`src/vio_pkg.sv`:
```
// Types, constants and register map of the video I/O register block.
// No dependencies.
package vio_pkg;

   localparam int VRAM_DEPTH   = 16384;  // powers of two only
   localparam int SAVE_DEPTH   = 8192;
   localparam int EEPROM_DEPTH = 4096;

   localparam int VRAM_AW   = $clog2(VRAM_DEPTH);
   localparam int SAVE_AW   = $clog2(SAVE_DEPTH);
   localparam int EEPROM_AW = $clog2(EEPROM_DEPTH);

   localparam int CLEAR_LEN = (SAVE_DEPTH > EEPROM_DEPTH) ? SAVE_DEPTH : EEPROM_DEPTH;
   localparam int CLEAR_W   = $clog2(CLEAR_LEN);

   localparam logic [1:0] MODE_READ  = 2'd0;
   localparam logic [1:0] MODE_WRITE = 2'd1;
   localparam logic [1:0] MODE_TICK  = 2'd2;

   localparam logic [2:0] CSR_SAVE_READ_CODE  = 3'd0;
   localparam logic [2:0] CSR_SAVE_WRITE_CODE = 3'd1;
   localparam logic [2:0] CSR_DOTS_PER_LINE   = 3'd2;
   localparam logic [2:0] CSR_LINES_PER_FRAME = 3'd3;
   localparam logic [2:0] CSR_VISIBLE_LINES   = 3'd4;

   localparam logic [15:0] ADDR_CONTROL      = 16'hFE00;
   localparam logic [15:0] ADDR_STATUS       = 16'hFE01;
   localparam logic [15:0] ADDR_SCROLL_X     = 16'hFE02;
   localparam logic [15:0] ADDR_SCROLL_Y     = 16'hFE03;
   localparam logic [15:0] ADDR_RASTER_Y     = 16'hFE04;
   localparam logic [15:0] ADDR_RASTER_CTRL  = 16'hFE05;
   localparam logic [15:0] ADDR_CAMERA_X     = 16'hFE06;
   localparam logic [15:0] ADDR_CAMERA_Y     = 16'hFE07;
   localparam logic [15:0] ADDR_PAL_INDEX    = 16'hFE08;
   localparam logic [15:0] ADDR_PAL_DATA     = 16'hFE09;
   localparam logic [15:0] ADDR_VRAM_LO      = 16'hFE10;
   localparam logic [15:0] ADDR_VRAM_HI      = 16'hFE11;
   localparam logic [15:0] ADDR_VRAM_DATA    = 16'hFE12;
   localparam logic [15:0] ADDR_OAM_PTR      = 16'hFE20;
   localparam logic [15:0] ADDR_OAM_DATA     = 16'hFE21;
   localparam logic [15:0] ADDR_SAVE_CMD     = 16'hFE22;
   localparam logic [15:0] ADDR_SAVE_PTR     = 16'hFE23;
   localparam logic [15:0] ADDR_SAVE_DATA    = 16'hFE24;
   localparam logic [15:0] ADDR_WORLD        = 16'hFE30;
   localparam logic [15:0] ADDR_BANK_FIRST   = 16'hFE31;
   localparam logic [15:0] ADDR_BANK_LAST    = 16'hFE37;
   localparam logic [15:0] ADDR_PAL_ROW      = 16'hFE38;
   localparam logic [15:0] ADDR_SOUND_FIRST  = 16'hFE40;
   localparam logic [15:0] ADDR_SOUND_LAST   = 16'hFE5F;
   localparam logic [15:0] ADDR_PAD_ZERO     = 16'hFE60;
   localparam logic [15:0] ADDR_PAD_ONE      = 16'hFE61;
   localparam logic [15:0] ADDR_EEPROM_LO    = 16'hFE70;
   localparam logic [15:0] ADDR_EEPROM_HI    = 16'hFE71;
   localparam logic [15:0] ADDR_EEPROM_DATA  = 16'hFE72;

   localparam logic [7:0] SCROLL_Y_LIMIT = 8'd120;
   localparam logic [7:0] SCROLL_Y_MAX   = 8'd119;

   typedef enum logic [2:0] {
      SRC_REG,
      SRC_VRAM,
      SRC_SPRITE,
      SRC_SAVE,
      SRC_EEPROM
   } rd_src_type;

   typedef struct packed {
      logic [1:0]  mode;
      logic [15:0] addr;
      logic [7:0]  wdata;
      logic [7:0]  pad_zero;
      logic [7:0]  pad_one;
   } req_type;

   typedef struct packed {
      logic [7:0] rdata;
      logic       nmi_request;
      logic       bg_camera_update;
   } rsp_type;

   typedef struct packed {
      logic vblank_set;
      logic vblank_clear;
   } raster_evt_type;

endpackage

```
`src/vio_raster.sv`:
```
// Dot and line raster counter with vertical blank events.
// Depends on vio_pkg.
module vio_raster (
   input  logic                    clock,
   input  logic                    reset,
   input  logic                    tick,
   input  logic [9:0]              dots_per_line,
   input  logic [9:0]              lines_per_frame,
   input  logic [9:0]              visible_lines,
   output vio_pkg::raster_evt_type evt
);
   import vio_pkg::*;

   logic [9:0]  col_ff, col_in;
   logic [9:0]  row_ff, row_in;
   logic [10:0] col_inc;
   logic [10:0] row_inc;

   always_comb begin
      col_inc = {1'b0, col_ff} + 11'd1;
      row_inc = {1'b0, row_ff} + 11'd1;
      col_in = col_ff;
      row_in = row_ff;
      evt = '0;
      if (tick) begin
         if (col_inc >= {1'b0, dots_per_line}) begin
            col_in = '0;
            if (row_inc >= {1'b0, lines_per_frame}) begin
               row_in = '0;
            end else begin
               row_in = row_inc[9:0];
            end
            evt.vblank_set = (row_in == visible_lines);
         end else begin
            col_in = col_inc[9:0];
         end
         evt.vblank_clear = (row_in == '0) && (col_in == '0);
      end
   end

   always_ff @(posedge clock) begin
      if (reset) begin
         col_ff <= '0;
         row_ff <= '0;
      end else begin
         col_ff <= col_in;
         row_ff <= row_in;
      end
   end

endmodule

```
`config.mk`:
```
export PLATFORM = sky130hd
export DESIGN_NAME = vio_raster
export DESIGN_NICKNAME = d
export VERILOG_FILES = /design/src/vio_pkg.sv /design/src/vio_raster.sv
export SDC_FILE = /design/constraint.sdc
export NUM_CORES = 1
export LEC_CHECK = 0
export ABC_CLOCK_PERIOD_IN_PS = 4900
export BUFFER_PORTS_ARGS = -buffer_cell sky130_fd_sc_hd__buf_4
export CELL_PAD_IN_SITES_DETAIL_PLACEMENT = 0
export CELL_PAD_IN_SITES_GLOBAL_PLACEMENT = 2
export CORE_MARGIN = 3
export CORE_UTILIZATION = 32
export CTS_BUF_LIST = sky130_fd_sc_hd__clkbuf_4 sky130_fd_sc_hd__clkbuf_8 sky130_fd_sc_hd__clkbuf_16
export DETAILED_ROUTE_END_ITERATION = 16
export PLACE_DENSITY = 0.8
export SLEW_MARGIN = 20
export SYNTH_ARGS = -nofsm -noshare
export SYNTH_HDL_FRONTEND = slang
export SYNTH_SLANG_ARGS = --single-unit
```
`constraint.sdc`:
```
create_clock -name clock -period 4.9 [get_ports clock]
set_input_delay 0.98 -clock clock [delete_from_list [all_inputs] [get_ports clock]]
set_output_delay 0.98 -clock clock [all_outputs]
set_load 0.03 [all_outputs]
```
==> results of run 1 <==
==> timing repair <==
action | in CTS | in global routing
resized for setup | 0 | 5
buffers inserted | 0 | 0
endpoints found under the setup margin | 0 | 2
==> layout make-up <==
cell class / count / share of cell area
Multi-Input combinational cell: 222 / 0.6101
Sequential cell: 20 / 0.1665
Timing Repair Buffer: 38 / 0.1179
Tap cell: 75 / 0.03878
Inverter: 24 / 0.03723
Clock buffer: 3 / 0.01706
Clock inverter: 1 / 0.01241
==> routing by layer <==
metal	vias up	wire, um
li1	1071	-
met1	940	2487
met2	31	2662
met3	2	161
met4	0	23
met5	-	0
==> cells in the final DEF, fill, tap and decap left out, types with 2 or more instances in the layout <==
| cell | netlist | layout |
|---|---|---|
| sky130_fd_sc_hd__o211ai_1 | 3 | 3 |
| sky130_fd_sc_hd__ha_1 | 22 | 21 |
| sky130_fd_sc_hd__nand3_1 | 16 | 15 |
| sky130_fd_sc_hd__a211oi_1 | 2 | 2 |
| sky130_fd_sc_hd__and3_4 | 2 | 2 |
| sky130_fd_sc_hd__nand4b_1 | 2 | 2 |
| sky130_fd_sc_hd__nor3_1 | 6 | 6 |
| sky130_fd_sc_hd__o221ai_1 | 2 | 2 |
| sky130_fd_sc_hd__or3_1 | 5 | 5 |
| sky130_fd_sc_hd__xor2_1 | 7 | 6 |
| sky130_fd_sc_hd__o21ai_0 | 11 | 11 |
| sky130_fd_sc_hd__and3_1 | 4 | 4 |
| sky130_fd_sc_hd__o2111ai_1 | 2 | 2 |
| sky130_fd_sc_hd__nor2_1 | 24 | 24 |
| sky130_fd_sc_hd__nand4_1 | 4 | 4 |
| sky130_fd_sc_hd__and2_1 | 3 | 3 |
| sky130_fd_sc_hd__a32oi_1 | 2 | 2 |
| sky130_fd_sc_hd__nand2_1 | 24 | 24 |
| sky130_fd_sc_hd__clkbuf_8 | 0 | 3 |
| sky130_fd_sc_hd__a21o_1 | 3 | 3 |
| sky130_fd_sc_hd__a21oi_1 | 27 | 27 |
| sky130_fd_sc_hd__nor4_1 | 2 | 2 |
| sky130_fd_sc_hd__buf_4 | 0 | 38 |
| sky130_fd_sc_hd__inv_1 | 23 | 23 |
| sky130_fd_sc_hd__a31oi_1 | 2 | 2 |
| sky130_fd_sc_hd__or4_1 | 6 | 6 |
| sky130_fd_sc_hd__dfxtp_2 | 0 | 2 |
| sky130_fd_sc_hd__dfxtp_1 | 20 | 18 |
| sky130_fd_sc_hd__nor2b_1 | 3 | 3 |
| sky130_fd_sc_hd__xnor2_1 | 11 | 11 |
| sky130_fd_sc_hd__o21ai_1 | 10 | 10 |
==> tightest hold or removal path: stages, from the launching register on <==
cell and delay (ns):
sky130_fd_sc_hd__dfxtp_1 0.34, sky130_fd_sc_hd__nand2_1 0.07, sky130_fd_sc_hd__a21oi_1 0.05
==> where the power goes <==
group / total, uW / internal (uW) / switching (uW)
clock network: 169 / 109 / 60.4
registers: 166 / 164 / 2.22
logic: 58.9 / 30.9 / 28.0
total: 394 / 304 / 90.6
==> flip-flops by register name, indices dropped and copies added, names as in the netlist <==
register,count
col_ff,10
row_ff,10
==> kinds of logic after synthesis <==
group / Yosys count / share of synthesized area
AO/OA/AOI/OAI: 74 / 0.2280
flip-flops: 20 / 0.1994
buffers and inverters: 36 / 0.07289
adder cells (fa/ha/maj): 22 / 0.1371
AND/OR/NAND/NOR: 107 / 0.2791
multiplexers: 1 / 0.004985
XOR/XNOR: 18 / 0.07850
==> Yosys cell counts (all sizes together) (2+ instances only) <==
cell | instances | area [um^2]
nand2 | 24 | 90.09
nand3 | 16 | 80.08
nor4 | 3 | 25.02
nand4b | 2 | 17.52
o2111ai | 2 | 17.52
a21oi | 27 | 135.1
nor3 | 6 | 30.03
xnor2 | 11 | 96.34
dfxtp | 20 | 400.4
and2 | 3 | 18.77
a32oi | 2 | 17.52
nand4 | 4 | 25.02
buf | 4 | 26.27
o221ai | 2 | 17.52
xor2 | 7 | 61.31
a211oi | 2 | 15.01
and3 | 6 | 47.54
a21o | 3 | 22.52
or3 | 5 | 31.28
a31oi | 2 | 12.51
inv | 23 | 86.33
clkbuf | 8 | 30.03
o21ai | 23 | 130.1
or4 | 6 | 45.04
ha | 22 | 275.3
o211ai | 3 | 22.52
nor2 | 25 | 96.35
nor2b | 3 | 18.77
==> path summary, 6_finish.rpt <==
check | from | endpoint | slack [ns] | cells after the start
max | row_ff[0] | evt[1] | 0.28 | 14
min | col_ff[4] | col_ff[4] | 0.50 | 2
max reg2reg | row_ff[0] | row_ff[6] | 1.57 | 13
min reg2reg | col_ff[4] | col_ff[4] | 0.50 | 2
==> per-stage QoR <==
step	hold slack (ns)	worst slack, ns	utilization
after floorplan	0.4614	0.6272	-
after global placement	0.4753	0.4904	0.3891
after detailed placement	0.4787	0.3994	0.3891
after CTS	0.4914	0.1172	0.4010
after global routing	0.5218	0.01892	0.4039
final	0.4959	0.2835	0.4039
==> reports/qor.tcl, run 1 <==
set qor(grt_total_ovfl) 0
set qor(fmax_mhz) 216.6
set qor(finalWirelength_um) 5335
set qor(worstMarginPinSlew_ns) 0.4595
set qor(route.antenna.remaining_nets) 0
set qor(via_count) 2044
set qor(endpoint_kind) {output pin}
set qor(grt_first_pass_wirelength_um) 9225
set qor(critPathBufInv) 2
set qor(critical_path.cell_chain) {ha_2, nand4_1, nor2_1, xnor2_1, inv_1, ha_1, a21o_1, a21o_1, nor2_1, o21ai_1, o21ai_0, or3b_1, nor4_2, buf_4}
set qor(yosysWarnings) 0
set qor(busiest_layer_in_global_routing) {met2}
set qor(antenna_violations_before_repair) 0
set qor(placed_cells) 379
set qor(start_util) 0.3352
set qor(layout.area.seq_um2) 402.9
set qor(cts_inserted_buffers) 3
set qor(crit_family) {simple AND/OR/NAND/NOR gates}
set qor(nNetsFinal) 364
set qor(holdBufCountCts) 0
set qor(synthesis_stage_register_bit_count) 20
set qor(detail_route.drc_violations) 0
set qor(routed_wire_length_per_instance_um) 13.93
set qor(postSynthCellCount) 278
set qor(cap_violations) 0
set qor(post_dp_area_mm2) 0.002331
set qor(synth_enable_flop_cells) 0
set qor(buffer_ports.inserted) 34
set qor(synth_cell_types) 49
set qor(multi_input_comb_area_mm2) 0.001476
set qor(outcome) {finished clean}
set qor(worst_hold_path_type) {reg2reg}
set qor(cts_tree) {built}
set qor(slew-limit-headroom) 0.6915
set qor(use_met1) 0.2082
set qor(root_buffer) {sky130_fd_sc_hd__clkbuf_8}
set qor(critPathArrivalTime_ns) 3.64
set qor(detailedPlacementHpwl_um) 4227
set qor(final.period_utilization) 0.9421
set qor(worst_path_max_delay_cell) {sky130_fd_sc_hd__dfxtp_2}
set qor(area_of_the_core_mm2) 0.005991
set qor(globalplace.congestion) 0.8111
set qor(timing.setup.tns_ns) 0
set qor(global_route.usage.total) 0.1545
set qor(routed_via_density) 5.337
set qor(groute.layer.met2.usage) 0.2634
set qor(power_per_unit_of_standard_cell_area_mw_per_mm2) 162.9
set qor(worstPathRequired_ns) 3.92
set qor(worst_ir_drop_on_vdd_uv) 122.4
set qor(final.min_clock_period_ns) 4.617
set qor(final_layout_size_suffix_gt1_frac) 0.1721
set qor(synth.yosys.seq_area_share) 0.1994
set qor(postSynth.topFlopCell) {sky130_fd_sc_hd__dfxtp_1}
set qor(post_synth.cell_area_avg_um2) 7.224
set qor(antenna_cells_inserted) 0
set qor(count_of_final_max_slew_check_failures) 0
set qor(die_area_mm2) 0.007262
set qor(firstDrtPassIters) 4
set qor(clock_latency_ns) 0.26
set qor(syn_nets) 333
set qor(leakagePower_uw) 0.001086
set qor(pin_count_of_the_biggest_net_entering_global_routing) 21
set qor(drt-initial-drc-count) 95
set qor(final_hold_viol_count) 0
set qor(setup_violations) 0
set qor(vias_in_the_first_global_route) 1897
set qor(fillerInstances) 636
set qor(worst-path-max-fanout) 11
set qor(ctsLongestPathBuffers) 2
set qor(syn-cell-area_mm2) 0.002008
set qor(chip_height_um) 85.22
set qor(cts_htree_levels) 1
set qor(floorplan.die.width_um) 85.22
set qor(groute.layer.met3.usage) 0.02330
set qor(path_clk_slew_ns) 0.08
set qor(floorplan.rows) 28
set qor(timing.critical_path.from_type) {register}
set qor(finish.instance_area_mm2) 0.002420
set qor(rsz0062_at_grt) {no}
set qor(critical_path_class) {reg2out}
set qor(cpPeakStageDelay_ns) 0.43
set qor(area_growth_pct) 20.50
set qor(cts.sinks) 20
set qor(asyncSetResetFlopFracSynth) 0
set qor(clock_skew_ns) 0.004400
set qor(ios) 35
set qor(total_power_uw) 394.3
set qor(finish.cell_count_without_fillers) 383
Note: power is estimated with default switching activity, not from simulation.
==> run 2: changes to the inputs <==
--- a/config.mk
+++ b/config.mk
@@ -5,16 +5,17 @@
 export SDC_FILE = /design/constraint.sdc
 export NUM_CORES = 1
 export LEC_CHECK = 0
+export ABC_AREA = 1
 export ABC_CLOCK_PERIOD_IN_PS = 4900
 export BUFFER_PORTS_ARGS = -buffer_cell sky130_fd_sc_hd__buf_4
 export CELL_PAD_IN_SITES_DETAIL_PLACEMENT = 0
 export CELL_PAD_IN_SITES_GLOBAL_PLACEMENT = 2
 export CORE_MARGIN = 3
-export CORE_UTILIZATION = 32
+export CORE_UTILIZATION = 30
 export CTS_BUF_LIST = sky130_fd_sc_hd__clkbuf_4 sky130_fd_sc_hd__clkbuf_8 sky130_fd_sc_hd__clkbuf_16
 export DETAILED_ROUTE_END_ITERATION = 16
-export PLACE_DENSITY = 0.8
-export SLEW_MARGIN = 20
+export PLACE_DENSITY = 0.79
+export SLEW_MARGIN = 10
 export SYNTH_ARGS = -nofsm -noshare
 export SYNTH_HDL_FRONTEND = slang
 export SYNTH_SLANG_ARGS = --single-unit
==> run 2 against run 1 <==
Against the previous run: clock power fell by 20%; clock skew fell by 0.0020 ns; global-route usage fell by 0.23 points; critical path type unchanged; final cell count rose by 34%; power rose by 37%; combinational power rose to 3.5 times the previous value; flip-flop and latch count did not move.
==> reports/qor.tcl, run 2 <==
set qor(outcome) {finished clean}
set qor(synth_cell_types) 29
set qor(synth.cells.most_frequent) {sky130_fd_sc_hd__nand2_1, sky130_fd_sc_hd__inv_1, sky130_fd_sc_hd__nand3_1}
set qor(area_growth_pct) 16.39
set qor(hold_path.startpoint) {col_ff[7]}
set qor(chip_height_um) 93.51
set qor(cts_htree_levels) 1
set qor(clock_skew_ns) 0.002383
set qor(layout.cells.most_common_list) {sky130_fd_sc_hd__nand2_1, sky130_fd_sc_hd__inv_1, sky130_fd_sc_hd__buf_4}
set qor(rsz0062_at_grt) {no}
set qor(worstMarginPinSlew_ns) 0.6100
set qor(rr_startpoint) {row_ff[0]}
set qor(yosys.area.top_type) {sky130_fd_sc_hd__nand2_1}
set qor(syn-cell-area_mm2) 0.002297
set qor(postSynthCellCount) 385
set qor(antenna_violations_before_repair) 0
set qor(synthesis_stage_register_bit_count) 20
set qor(post_synth.cell_area_avg_um2) 5.967
set qor(detailedPlacementHpwl_um) 5230
set qor(yosysTopAreaCellShare) 0.1977
set qor(buffer_ports.inserted) 34
set qor(synth_most_common_cell) {sky130_fd_sc_hd__nand2_1}
set qor(via_count) 2372
set qor(final.period_utilization) 0.9163
set qor(fillerInstances) 832
set qor(synth_enable_flop_cells) 0
set qor(synth_mux_area_frac) 0
set qor(routed_wire_length_per_instance_um) 12.50
set qor(cts.sinks) 20
set qor(syn_nets) 440
set qor(drt-initial-drc-count) 130
set qor(vias_in_the_first_global_route) 2184
set qor(clock_latency_ns) 0.27
set qor(postSynth.topFlopCell) {sky130_fd_sc_hd__dfxtp_1}
set qor(finalWirelength_um) 6400
set qor(count_of_final_max_slew_check_failures) 0
set qor(worst_ir_drop_on_vdd_uv) 104.5
set qor(ctsLongestPathBuffers) 2
set qor(worstPathRequired_ns) 3.92
set qor(yosys.area_share.xor_xnor) 0.04139
set qor(layout_commonest_cell) {sky130_fd_sc_hd__nand2_1}
set qor(r2r-end) {row_ff[1]}
set qor(cts_tree) {built}
set qor(pin_count_of_the_biggest_net_entering_global_routing) 41
set qor(clock_power_share) 0.250
set qor(reg.largest.list) {col_ff: 10 flops, row_ff: 10 flops}
set qor(endpoint_kind) {output pin}
set qor(die_area_mm2) 0.008743
set qor(synthAdderAreaFrac) 0.1198
set qor(timing.critical_path.from_type) {register}
set qor(nNetsFinal) 469
set qor(fmax_mhz) 222.7
set qor(route.antenna.remaining_nets) 0
set qor(synth-simple-area-share) 0.4107
set qor(asyncSetResetFlopFracSynth) 0
set qor(synth_area_leaders) {sky130_fd_sc_hd__nand2_1, sky130_fd_sc_hd__dfxtp_1, sky130_fd_sc_hd__ha_1}
set qor(antenna_cells_inserted) 0
set qor(leakagePower_uw) 0.001507
set qor(timing.setup.tns_ns) 0
set qor(post_cts.repair.setup_buffers) 0
set qor(detail_route.drc_violations) 0
set qor(power.sequential.fraction) 0.361
set qor(start_util) 0.3134
set qor(yosysWarnings) 0
set qor(final_layout_size_suffix_gt1_frac) 0.1477
set qor(largest_family_of_logic_cells_by_synthesized_area) {simple AND/OR/NAND/NOR gates}
set qor(cap_violations) 0
set qor(grt_total_ovfl) 0
set qor(floorplan.rows) 31
set qor(power_report.internal_total_uw) 330.0
set qor(final.min_clock_period_ns) 4.490
set qor(critical_path_class) {reg2out}
set qor(critical_path_source) {row_ff[0]}
set qor(switching_power_uw) 208.5
set qor(slew-limit-headroom) 0.5929
set qor(firstDrtPassIters) 6
set qor(power_per_unit_of_standard_cell_area_mw_per_mm2) 201.4
set qor(reg2reg_depth) 16
set qor(setup_violations) 0
set qor(critPathCapture) {evt[1]}
set qor(global_route.usage.total) 0.1522
set qor(path_clk_slew_ns) 0.08
set qor(final_hold_viol_count) 0
set qor(globalplace.congestion) 0.8573
set qor(reg_to_reg_setup_timing_slack_ns) 1.77
set qor(area_of_the_core_mm2) 0.007331
set qor(worst_hold_path_type) {reg2reg}
set qor(fin_util) 0.3647
set qor(root_buffer) {sky130_fd_sc_hd__clkbuf_8}
set qor(power.switching_fraction) 0.3872
set qor(ios) 35
set qor(holdBufCountCts) 0
set qor(floorplan.die.width_um) 93.51
set qor(critPathArrivalTime_ns) 3.51
set qor(total_power_uw) 538.5
set qor(share_comb_of_total_power) 0.389
set qor(grt_first_pass_wirelength_um) 10690
set qor(synth.yosys.seq_area_share) 0.1743
set qor(synth_compound_area_frac) 0.1046
set qor(worst-path-max-fanout) 17
set qor(cts_inserted_buffers) 3
set qor(routed_via_density) 4.633
-- run 2: through the flow --
stage	area (um^2)	hold slack [ns]	worst slack, ns	cells
floorplan	2297	0.4728	1.278	385
global placement	2615	0.5206	0.6454	508
detailed placement	2615	0.5110	0.6268	508
CTS	2670	0.5250	0.3150	512
global route	2674	0.5501	0.05111	512
finish	2674	0.5218	0.4103	512
-- run 2: area by class of cell --
| cell class | instances | area [um^2] | area share |
|---|---|---|---|
| tap | 99 | 123.9 | 0.04633 |
| sequential | 20 | 400.4 | 0.1497 |
| clock buffer | 4 | 55.05 | 0.02059 |
| multi-input combinational | 280 | 1558 | 0.5826 |
| inverter | 75 | 281.5 | 0.1053 |
| timing repair buffer | 34 | 255.2 | 0.09546 |
-- run 2: worst min path at each step --
| stage | end | slack (ns) | cells after the start |
|---|---|---|---|
| floorplan | col_ff[7] | 0.47 | 2 |
| global placement | col_ff[7] | 0.52 | 2 |
| detailed placement | col_ff[7] | 0.51 | 2 |
| CTS | col_ff[7] | 0.52 | 2 |
| global route | col_ff[7] | 0.55 | 2 |
| finish | col_ff[7] | 0.52 | 2 |
-- run 2: logic make-up (layout without fill, tap and decap cells) --
kind of cell | after synthesis | count (layout)
simple gates | 207 | 207
fa+ha+maj | 22 | 22
xor+xnor | 10 | 10
compound gates | 41 | 41
buf+inv | 85 | 113
flops | 20 | 20
-- run 2: routing by layer --
layer / GRT usage / wire length (um)
met5: 0 / 0
met4: 0.02564 / 42
met3: 0.01931 / 280
met2: 0.2156 / 2458
met1: 0.2429 / 3618
-- run 2: timing repair --
action	CTS	global route
setup endpoints to repair	0	1
hold endpoints to repair	0	0
resized for setup	0	1
-- run 2: critical path, cell delays in order, from the launching register on --
cell                      delay (ns)
sky130_fd_sc_hd__dfxtp_1        0.54
sky130_fd_sc_hd__ha_1           0.29
sky130_fd_sc_hd__nand3_2        0.13
sky130_fd_sc_hd__nor2_2         0.15
sky130_fd_sc_hd__xor2_2         0.23
sky130_fd_sc_hd__ha_1           0.29
sky130_fd_sc_hd__nand2_1        0.09
sky130_fd_sc_hd__inv_1          0.04
sky130_fd_sc_hd__a21oi_1        0.13
sky130_fd_sc_hd__nand2_1        0.07
sky130_fd_sc_hd__nand2_1        0.42
sky130_fd_sc_hd__nand3_1        0.22
sky130_fd_sc_hd__nand2_1        0.11
sky130_fd_sc_hd__nand2_1        0.05
sky130_fd_sc_hd__inv_1          0.05
sky130_fd_sc_hd__nand2_1        0.05
sky130_fd_sc_hd__nor2_1         0.09
sky130_fd_sc_hd__nand2_1        0.07
sky130_fd_sc_hd__nor2_2         0.07
sky130_fd_sc_hd__buf_4          0.16
-- run 2: power by group through the flow --
stage	combinational, uW	sequential (uW)	clock [uW]
detailed placement	211	198	0
global placement	212	198	0
global route	242	198	142
floorplan	153	192	0
CTS	212	194	136
finish	209	195	135
